$ cat config.mk
export PLATFORM = sky130hd
export DESIGN_NAME = tli_ctrl
export DESIGN_NICKNAME = d
export VERILOG_FILES = /design/src/hw/rtl/tli_pkg.sv /design/src/hw/rtl/tli_ctrl.sv
export SDC_FILE = /design/constraint.sdc
export NUM_CORES = 1
export LEC_CHECK = 0
export BUFFER_PORTS_ARGS = -buffer_cell sky130_fd_sc_hd__buf_2
export CAP_MARGIN = 10
export CORE_AREA = 2 2 39 41
export CTS_CLUSTER_SIZE = 20
export DETAILED_ROUTE_END_ITERATION = 10
export DIE_AREA = 0 0 41 43
export GPL_ROUTABILITY_DRIVEN = 0
export SYNTH_ARGS = -nofsm -noshare
export SYNTH_HDL_FRONTEND = slang
export SYNTH_SLANG_ARGS = --single-unit
export TNS_END_PERCENT = 100
$ cat constraint.sdc
create_clock -name i_clk -period 1.7 [get_ports i_clk]
set_clock_uncertainty 0.1 [all_clocks]
set_input_delay 0 -clock i_clk [delete_from_list [all_inputs] [get_ports i_clk]]
set_output_delay 0 -clock i_clk [all_outputs]
set_load 0.02 [all_outputs]
$ cat src/hw/rtl/tli_pkg.sv
`default_nettype none

package tli_pkg;

    // Storage sizes
    localparam int PROGRAM_DEPTH = 4096;
    localparam int TAPE_DEPTH    = 32768;
    localparam int NEST_DEPTH    = 64;

    // Derived widths
    localparam int PA_W   = $clog2(PROGRAM_DEPTH);      // program address
    localparam int PL_W   = $clog2(PROGRAM_DEPTH + 1);  // program length / position
    localparam int TA_W   = $clog2(TAPE_DEPTH);         // tape address
    localparam int NA_W   = $clog2(NEST_DEPTH);         // bracket stack address
    localparam int ND_W   = $clog2(NEST_DEPTH + 1);     // bracket stack depth
    localparam int BYTE_W = 8;
    localparam int POS_W  = 13;
    localparam int OP_W   = 2;
    localparam int STAT_W = 2;

    // Program characters
    localparam logic [BYTE_W-1:0] CH_OPEN  = 8'h5B;  // [
    localparam logic [BYTE_W-1:0] CH_CLOSE = 8'h5D;  // ]
    localparam logic [BYTE_W-1:0] CH_RIGHT = 8'h3E;  // >
    localparam logic [BYTE_W-1:0] CH_LEFT  = 8'h3C;  // <
    localparam logic [BYTE_W-1:0] CH_DOT   = 8'h2E;  // .
    localparam logic [BYTE_W-1:0] CH_COMMA = 8'h2C;  // ,
    localparam logic [BYTE_W-1:0] CH_PLUS  = 8'h2B;  // +
    localparam logic [BYTE_W-1:0] CH_MINUS = 8'h2D;  // -

    typedef enum logic [OP_W-1:0] {
        OP_LOAD  = 2'd0,
        OP_STEP  = 2'd1,
        OP_CLEAR = 2'd2,
        OP_NOP   = 2'd3
    } t_op;

    typedef enum logic [STAT_W-1:0] {
        STAT_OK      = 2'd0,
        STAT_HALT    = 2'd1,
        STAT_BRACKET = 2'd2,
        STAT_FULL    = 2'd3
    } t_status;

    typedef enum logic [2:0] {
        ST_CLEAR,
        ST_IDLE,
        ST_POP,
        ST_LINK,
        ST_EXEC,
        ST_OUT
    } t_state;

    // Controller to datapath
    typedef struct packed {
        logic accept;
        logic pop;
        logic link;
        logic exec;
        logic sweep;
        logic push;
    } t_cmd;

    // Datapath to controller
    typedef struct packed {
        logic in_valid;
        t_op  op;
        logic pop_needed;
        logic step_run;
        logic sweep_done;
        logic out_free;
    } t_stat;

endpackage

`default_nettype wire

$ cat src/hw/rtl/tli_ctrl.sv
`default_nettype none

module tli_ctrl (
    input  wire logic          i_clk,
    input  wire logic          i_rst_n,
    input  wire tli_pkg::t_stat i_stat,
    output tli_pkg::t_cmd      o_cmd,
    output logic               o_in_ready
);

    tli_pkg::t_state r_state;
    tli_pkg::t_state n_state;
    logic            r_clr_item;
    logic            n_clr_item;
    logic            w_accept;

    assign w_accept = (r_state == tli_pkg::ST_IDLE) && i_stat.in_valid;

    // Next state
    always_comb begin
        n_state = r_state;
        unique case (r_state)
            tli_pkg::ST_CLEAR: begin
                if (i_stat.sweep_done) begin
                    n_state = r_clr_item ? tli_pkg::ST_OUT : tli_pkg::ST_IDLE;
                end
            end
            tli_pkg::ST_IDLE: begin
                if (i_stat.in_valid) begin
                    unique case (i_stat.op)
                        tli_pkg::OP_LOAD: begin
                            n_state = i_stat.pop_needed ? tli_pkg::ST_POP : tli_pkg::ST_OUT;
                        end
                        tli_pkg::OP_STEP: begin
                            n_state = i_stat.step_run ? tli_pkg::ST_EXEC : tli_pkg::ST_OUT;
                        end
                        tli_pkg::OP_CLEAR: begin
                            n_state = tli_pkg::ST_CLEAR;
                        end
                        default: begin
                            n_state = tli_pkg::ST_OUT;
                        end
                    endcase
                end
            end
            tli_pkg::ST_POP:  n_state = tli_pkg::ST_LINK;
            tli_pkg::ST_LINK: n_state = tli_pkg::ST_OUT;
            tli_pkg::ST_EXEC: n_state = tli_pkg::ST_OUT;
            tli_pkg::ST_OUT: begin
                if (i_stat.out_free) begin
                    n_state = tli_pkg::ST_IDLE;
                end
            end
            default: n_state = tli_pkg::ST_IDLE;
        endcase
    end

    // Remember whether the sweep answers an item or follows reset
    always_comb begin
        n_clr_item = r_clr_item;
        if (w_accept) begin
            n_clr_item = (i_stat.op == tli_pkg::OP_CLEAR);
        end
    end

    // Outputs
    always_comb begin
        o_cmd      = '0;
        o_in_ready = 1'b0;
        unique case (r_state)
            tli_pkg::ST_CLEAR: o_cmd.sweep = 1'b1;
            tli_pkg::ST_IDLE: begin
                o_in_ready   = 1'b1;
                o_cmd.accept = i_stat.in_valid;
            end
            tli_pkg::ST_POP:  o_cmd.pop  = 1'b1;
            tli_pkg::ST_LINK: o_cmd.link = 1'b1;
            tli_pkg::ST_EXEC: o_cmd.exec = 1'b1;
            tli_pkg::ST_OUT:  o_cmd.push = i_stat.out_free;
            default: o_cmd = '0;
        endcase
    end

    always_ff @(posedge i_clk) begin
        if (!i_rst_n) begin
            r_state    <= tli_pkg::ST_CLEAR;
            r_clr_item <= 1'b0;
        end else begin
            r_state    <= n_state;
            r_clr_item <= n_clr_item;
        end
    end

endmodule

`default_nettype wire

# After elaboration in Yosys (flattened, before gate mapping)
# Cells that the tools add are included.
# word_totals
reg_bits	4
in_bits	9
output_inout_bits	7
wordCells	32
# classes
n_eq_ne	10
mux	15
n_reduce_logical	5
# op_table
op	n
$mux W3	5
$pmux W3 S5	1
$pmux W3 S3	1
$mux W1	8
$eq A3 B2 Y1 const B	2
$eq A3 B3 Y1 const B	2
$ne A2 B2 Y1 const B	3
$eq A3 B1 Y1 const B	1
$logic_not A3 Y1	1
$reduce_and A3 Y1	1
$eq A2 B1 Y1 const B	1
$eq A2 B2 Y1 const B	1
$logic_not A2 Y1	1
$reduce_or A2 Y1	1
$logic_and A1 B1 Y1	1

# Logic depth before layout (Yosys ltp)
# Gate-level depths: netlist of the first run.
# depth
depth_word	4
ltp_mapped	5
mapped_depth_nobuf	4

# Worst setup path after synthesis of the first run
# No wires, ideal clock.
# synth_timing
kind	reg2reg
from	register r_state[0]
to	register r_clr_item
setup_ps	116
arrival_time_ps	1282
required_ps	1484
slack_ps	202
stages_incl_launch_ff	5
n_path_buf	0
synth_period_minus_slack_ps	1498
cell_sequence	dfxtp_1 nor3b_2 and2_2 mux2i_1 nor2b_1
# synth_between
elab_chain_cells	2
# synth_rtl
item	line	text
start, declared	tli_ctrl.sv:11	tli_pkg::t_state r_state;
start signal, assigned	tli_ctrl.sv:86	r_state <= tli_pkg::ST_CLEAR;
start signal, assigned	tli_ctrl.sv:89	r_state <= n_state;
$eq A3 B1 Y1	tli_ctrl.sv:17	assign w_accept = (r_state == tli_pkg::ST_IDLE) && i_stat.in_valid;
$logic_and A1 B1 Y1	tli_ctrl.sv:17	
net w_accept	tli_ctrl.sv:15	logic w_accept;
end signal, assigned	tli_ctrl.sv:90	r_clr_item <= n_clr_item;
end, declared	tli_ctrl.sv:13	logic r_clr_item;
# The timed path passes the listed nets, and every way through them passes these cells.
# A chain may end at the register's enable or synchronous reset.

# Worst setup path after layout of the first run
# layout_timing
from	register r_state[2]
to	register r_state[2]
# layout_between
elab_chain_cells	3
word_cells_on_any_way	12
classes_between	eq/ne: 8; mux: 1; reduce/logical: 3
# layout_rtl
item	line	text
$eq A3 B2 Y1 (tied with other cells)	tli_ctrl.sv:22	unique case (r_state)
$reduce_or A2 Y1 (no line) / $ne A2 B2 Y1 (equally long branches)	-	
$pmux W3 S5 / $reduce_and A3 Y1 (equally long branches)	-	
# Parallel ways exist; a longest one is shown, timed or not.

==> key figures, run 1 <==
Detailed routing
  – Drt wl/cell: 8.986 um
  – Routed vias/inst: 4.451
  – DRT antenna net count: 0
  – Post-route DRC: 0
  – Initial drt markers: 10
  – DR vias: 316
  – Total wire length: 638 um
  – DR pass1 iterations: 3

Worst hold path
  – Worst Hold Launch: i_stat[6]
  – HP Class: input port to flop
  – WHS Endpoint: r_state[0]$_SDFFE_PN0P_
  – Hold depth: 3

Global routing
  – GRT Util Overall: 0.08735
  – Antenna violations before repair: 0
  – Largest net degree at the start of global routing: 10
  – Global-route wire length before repair: 1.000 mm
  – Total grt overflow: 0
  – Vias in the first global route: 272

Critical path
  – R2R Setup Slk: 0.27 ns
  – Required time of the critical path: 1.73 ns
  – Critical-path cell list: or4_4 -> o21ai_2 -> a31oi_1 -> o21a_1
  – WP data arrival: ~1.5 ns
  – CP Capture Type: flop
  – CP startpoint kind: flop
  – CP max FO: 9
  – Crit path kind: flop to flop
  – CP max stage delay: 0.55 ns
  – R2R depth: 4
  – Worst reg2reg startpoint: r_state[2]$_SDFFE_PN0P_
  – Sum of buffers and inverters on the critical path: 0
  – Slowest CP cell: or4_4
  – Worst path top cell family by delay: simple AND/OR/NAND/NOR gates
  – Worst R2R End: r_state[2]$_SDFFE_PN0P_

Floorplan
  – Height of the chip: 43 um
  – Die W: 41 um
  – Initial core utilization: 0.2107
  – Core Region: 1384 um2
  – FP Rows: 14
  – Full die area: 1763 um2
  – Num ports: 16

STA
  – Setup TNS: 0 ns
  – Final Hold Fails: 0
  – Post-route clock period utilization: 0.8388
  – Worst-Margin Slew: around 0.28 ns
  – Final min period: 1.426 ns
  – Final setup fails: 0
  – Fmax: approximately 700 MHz
  – Slew headroom: 0.8151
  – Pins Over Slew Limit: 0
  – RSZ-0062 raised after global routing: no

Logic synthesis
  – Yosys top cell area share: 0.2747
  – Syn Area/Cell: 8.098 um2
  – Synth unique cells: 22
  – Yosys reg bits: 4
  – Post-Syn Nets: 45
  – Mapped Cells: 36
  – Mapped Area: between 200 and 300 um2
  – Sequential area share after synthesis: 0.2747
  – Area contributors post-synth: dfxtp_1 (27%), nor3b_1 (7.7%), and2_2 (5.2%)
  – Yosys top cell by area: dfxtp_1
  – Syn. warnings: 0

Power and ir drop
  – Pwr per Cell Area: around 740 nW/um2
  – Peak VDD IR: slightly above 300 uV
  – Leakage: 0.1925 nW

Layout
  – Layout cell share with drive strength beyond 1: 0.4545
  – Final Util: 0.3038
  – Nets: 66
  – Commonest non-fill, non-tap cell in the layout: buf_2
  – Number of antenna diodes: 0
  – Filler cells: 159
  – Most frequent cells in the layout: buf_2 (15), dfxtp_1 (4)
  – Synthesis-to-finish area growth: 44.21%

Flow run
  – Maximum capacitance violations: 0

Clock network
  – Clk pin slew, worst setup/hold paths: 0.04 ns
  – CTS Sinks: 4
  – PostCTS Resize Cnt: 0
  – H-tree level count: 1
  – Max clock buf depth: 2
  – Root buffer cell: clkbuf_4
  – Post-CTS setup buffers: 0
  – Clk_lat worst skew: 0.24 ns
  – CTS tree: built
  – TritonCTS buffer count: 3

Placement
  – Post-DP HPWL: 513.9 um
  – IO buf count: 15

Outcome
  – Outcome: complete, no violations
==> Yosys cell counts <==
cell	instances
nor2_1	3
nand3b_1	1
nor3b_1	3
dfxtp_1	4
buf_6	1
mux2i_1	1
a31oi_1	2
nor3_1	2
nand2_1	3
o21ba_2	1
inv_1	1
or4_4	1
nor2b_1	2
a21oi_1	1
buf_4	1
o21a_1	1
o21ai_2	1
or2_2	1
o21ai_1	1
nor3b_2	1
o21ai_0	2
and2_2	2
==> metrics by stage <==
step	instance area [um2]	hold WS (ns)	setup slack (ns)	power, mW	instances
floorplan	291.5	0.01609	0.2022	0.1635	36
global placement	367.9	0.1569	0.3006	0.1878	65
detailed placement	367.9	0.1604	0.2713	0.1882	65
CTS	420.4	0.02416	0.2629	0.3194	71
global route	420.4	0.03019	0.1881	0.3332	71
finish	420.4	0.02699	0.2741	0.3115	71
==> area by class of cell <==
cell class	count	area [um2]	area share
inverters	1	3.754	0.008929
clock buffers	3	22.52	0.05357
flip-flops and latches	4	80.08	0.1905
multi-input cells	29	188.9	0.4494
repair buffers	18	105.1	0.2500
well taps	16	20.02	0.04762
==> flip-flops by register name, indices dropped and copies added, names as in the netlist <==
| register | cells |
|---|---|
| r_state | 3 |
| r_clr_item | 1 |
==> report_power, final <==
group          total, mW  internal, mW  switching, mW
clock network      0.121        0.0791         0.0415
logic             0.0826        0.0415         0.0411
registers          0.108        0.0998        0.00854
==> cell families after synthesis <==
| family | after synthesis | synth area share |
|---|---|---|
| AND/OR/NAND/NOR | 19 | 0.4120 |
| AO/OA/AOI/OAI | 9 | 0.2017 |
| flip-flops | 4 | 0.2747 |
| buffers and inverters | 3 | 0.07725 |
| multiplexers | 1 | 0.03434 |
==> layer usage <==
metal  routed length (um)  vias to the layer above  share of wire  GRT usage
met1                  265                      135           0.42    0.08682
met4                   14                        0          0.022    0.04000
li1                     -                      169              -          -
met3                   63                        3          0.099    0.06283
met5                    0                        -              0          0
met2                  294                        9           0.46     0.1313
==> worst reg2reg max path, delay by kind of cell, from the launching register on <==
family / cells / cell delay [ns]
compound gates: 3 / 0.30
flops: 1 / 0.37
simple gates: 1 / 0.55
==> worst max path at each step <==
| stage | from | endpoint | cells after the start |
|---|---|---|---|
| after detailed placement | r_state[2]$_SDFFE_PN0P_ | r_state[2]$_SDFFE_PN0P_ | 4 |
| final | r_state[2]$_SDFFE_PN0P_ | r_state[2]$_SDFFE_PN0P_ | 4 |
| after global routing | r_state[0]$_SDFFE_PN0P_ | o_cmd[5] | 3 |
| after CTS | r_state[2]$_SDFFE_PN0P_ | r_state[2]$_SDFFE_PN0P_ | 4 |
| after global placement | r_state[0]$_SDFFE_PN0P_ | r_state[2]$_SDFFE_PN0P_ | 4 |
| after floorplan | r_state[0]$_SDFFE_PN0P_ | r_clr_item$_SDFFE_PN0P_ | 4 |
==> timing repair <==
| item | in CTS | in global routing |
|---|---|---|
| hold buffers | 3 | 0 |
| setup endpoints to repair | 0 | 0 |
| endpoints found under the hold margin | 4 | 0 |
(Power assumes the default switching activity.)
==> inputs of run 2 (changes only) <==
==> constraint.sdc (replaced) <==
create_clock -name i_clk -period 1.5 [get_ports i_clk]
set_clock_uncertainty 0.1 [all_clocks]
set_input_delay 0 -clock i_clk [delete_from_list [all_inputs] [get_ports i_clk]]
set_output_delay 0 -clock i_clk [all_outputs]
set_load 0.02 [all_outputs]
==> key figures, run 2 (synthesis results as in run 1) <==
Clock network
  – CTS tree: built (unchanged)
  – CTS Sinks: 4 (unchanged)
  – TritonCTS buffer count: 3 (unchanged)
  – Clk_lat worst skew: 0.23 ns (was 0.24 ns)
  – Max clock buf depth: 2 (unchanged)
  – Clk pin slew, worst setup/hold paths: 0.04 ns (about the same)
  – H-tree level count: 1 (unchanged)
  – Root buffer cell: clkbuf_4 (unchanged)

Placement
  – IO buf count: 15 (unchanged)
  – DP Area: 382.9 um2 (was 367.9 um2)

Worst hold path
  – WHS Endpoint: r_state[2]$_SDFFE_PN0P_ (was r_state[0]$_SDFFE_PN0P_)
  – Hold depth: 3 (unchanged)
  – HP Class: input port to flop (unchanged)
  – Worst Hold Launch: i_stat[0] (was i_stat[6])

Detailed routing
  – Drt wl/cell: 8.500 um (was 8.986 um)
  – Initial drt markers: 0 (was 10)
  – Post-route DRC: 0 (unchanged)
  – Routed vias/inst: 4.431 (was 4.451)
  – DRT antenna net count: 0 (unchanged)
  – DR pass1 iterations: 1 (was 3)
  – Total wire length: 612 um (was 638 um)
  – DR vias: 319 (was 316)

Global routing
  – GRT Util Overall: 0.08133 (was 0.08735)
  – Vias in the first global route: 273 (was 272)
  – Antenna violations before repair: 0 (unchanged)
  – Largest net degree at the start of global routing: 10 (unchanged)
  – Global-route wire length before repair: 952 um (was 1.000 mm)
  – Total grt overflow: 0 (unchanged)

Outcome
  – Outcome: complete, no violations (unchanged)

Layout
  – Biggest registers after layout: r_state (3), r_clr_item (1) (unchanged)
  – Synthesis-to-finish area growth: 45.92% (was 44.21%)
  – Layout cell share with drive strength beyond 1: 0.4821 (was 0.4545)
  – Area of the multi-input gates: 188.9 um2 (unchanged)
  – Nets: 67 (was 66)
  – Max reg flops: 3 (unchanged)
  – Post-route design area: 425.4 um2 (was 420.4 um2)
  – Commonest non-fill, non-tap cell in the layout: buf_2 (unchanged)
  – Number of antenna diodes: 0 (unchanged)
  – Filler cells: 161 (was 159)
  – Biggest register: r_state (unchanged)
  – Sequential cell area: 80.08 um2 (unchanged)
  – Most frequent cells in the layout: buf_2 (15), dfxtp_1 (4) (unchanged)
  – Final Util: 0.3074 (was 0.3038)

STA
  – Post-route clock period utilization: 0.9420 (was 0.8388)
  – Fmax: 707.7 MHz (was 701.3 MHz)
  – Final min period: 1.413 ns (was 1.426 ns)
  – RSZ-0062 raised after global routing: no (unchanged)
  – Hold slack: 0.01586 ns (was 0.02699 ns)
  – Final Hold Fails: 0 (unchanged)
  – Pins Over Slew Limit: 0 (unchanged)
  – Worst-Margin Slew: 0.2474 ns (was 0.2770 ns)
  – Setup TNS: 0 ns (unchanged)
  – Slew headroom: 0.8349 (was 0.8151)
  – Final setup fails: 0 (unchanged)

Critical path
  – CP Capture Type: flop (unchanged)
  – CP max stage delay: 0.54 ns (was 0.55 ns)
  – Slowest CP cell: or4_4 (unchanged)
  – Critical-path cell list: or4_4 -> o21ai_2 -> a31oi_1 -> o21a_1 (unchanged)
  – Sum of buffers and inverters on the critical path: 0 (unchanged)
  – Worst reg2reg startpoint: r_state[2]$_SDFFE_PN0P_ (unchanged)
  – R2R Setup Slk: 0.09 ns (was 0.27 ns)
  – Required time of the critical path: 1.52 ns (was 1.73 ns)
  – R2R depth: 4 (unchanged)
  – Worst path top cell family by delay: simple AND/OR/NAND/NOR gates (unchanged)
  – Crit path kind: flop to flop (unchanged)
  – Worst R2R End: r_state[2]$_SDFFE_PN0P_ (unchanged)
  – CP startpoint kind: flop (unchanged)
  – CP max FO: 9 (unchanged)
  – WP data arrival: 1.44 ns (was 1.46 ns)

Flow run
  – Maximum capacitance violations: 0 (unchanged)

Floorplan
  – Num ports: 16 (unchanged)
  – Initial core utilization: 0.2107 (unchanged)
  – FP Rows: 14 (unchanged)
  – Height of the chip: 43 um (unchanged)
  – Die W: 41 um (unchanged)
  – Core Region: 1384 um2 (unchanged)
  – Full die area: 1763 um2 (unchanged)

Power and ir drop
  – Leakage: 0.1989 nW (was 0.1925 nW)
  – Peak VDD IR: 310.7 uV (was 301.8 uV)
  – Pwr per Cell Area: 816.8 nW/um2 (was 741.0 nW/um2)
==> run 2: repair_timing <==
| item | 4_1_cts | 5_1_grt |
|---|---|---|
| setup buffers | 0 | 0 |
| resized for setup | 0 | 0 |
| hold buffers | 2 | 0 |
| endpoints found under the hold margin | 4 | 0 |
==> run 2: worst max path at each step <==
stage,endpoint,from,slack (ns),cells past startpoint
floorplan,r_clr_item$_SDFFE_PN0P_,r_state[0]$_SDFFE_PN0P_,0.002,4
global placement,r_state[2]$_SDFFE_PN0P_,r_state[0]$_SDFFE_PN0P_,0.1,4
detailed placement,r_state[2]$_SDFFE_PN0P_,r_state[2]$_SDFFE_PN0P_,0.09,4
CTS,r_state[2]$_SDFFE_PN0P_,r_state[2]$_SDFFE_PN0P_,0.08,4
global route,r_state[2]$_SDFFE_PN0P_,r_state[2]$_SDFFE_PN0P_,0.007,4
finish,r_state[2]$_SDFFE_PN0P_,r_state[2]$_SDFFE_PN0P_,0.09,4
==> run 2: where the power goes <==
| group | internal, mW | switching [mW] | leakage (nW) |
|---|---|---|---|
| Clock | 0.0891 | 0.0391 | 0.0138 |
| Sequential | 0.113 | 0.00936 | 0.0327 |
| Combinational | 0.0495 | 0.0472 | 0.152 |
==> run 2: final cells by class <==
cell class,instances,share of cell area
Inverter,1,0.008824
Tap cell,16,0.04706
Sequential cell,4,0.1882
Timing Repair Buffer,19,0.2588
Multi-Input combinational cell,29,0.4441
Clock buffer,3,0.05294
==> run 2: per-stage QoR <==
| stage | setup slack (ns) | power [mW] | instances |
|---|---|---|---|
| 2_1_floorplan | 0.002228 | 0.1853 | 36 |
| 3_3_place_gp | 0.09929 | 0.2177 | 67 |
| 3_5_place_dp | 0.08958 | 0.2180 | 67 |
| 4_1_cts | 0.08184 | 0.3572 | 72 |
| 5_1_grt | 0.006753 | 0.3727 | 72 |
| 6_report | 0.08699 | 0.3475 | 72 |
==> run 2: per-layer routing <==
metal | part of all wire | GRT usage
met1 | 0.40 | 0.08682
met2 | 0.53 | 0.1219
met3 | 0.067 | 0.03141
met4 | 0 | 0.06000
met5 | 0 | 0
==> run 2: worst reg2reg max path, cell delays in order (launching register included) <==
cell,delay [ns]
dfxtp_1,0.37
or4_4,0.54
o21ai_2,0.08
a31oi_1,0.05
o21a_1,0.16
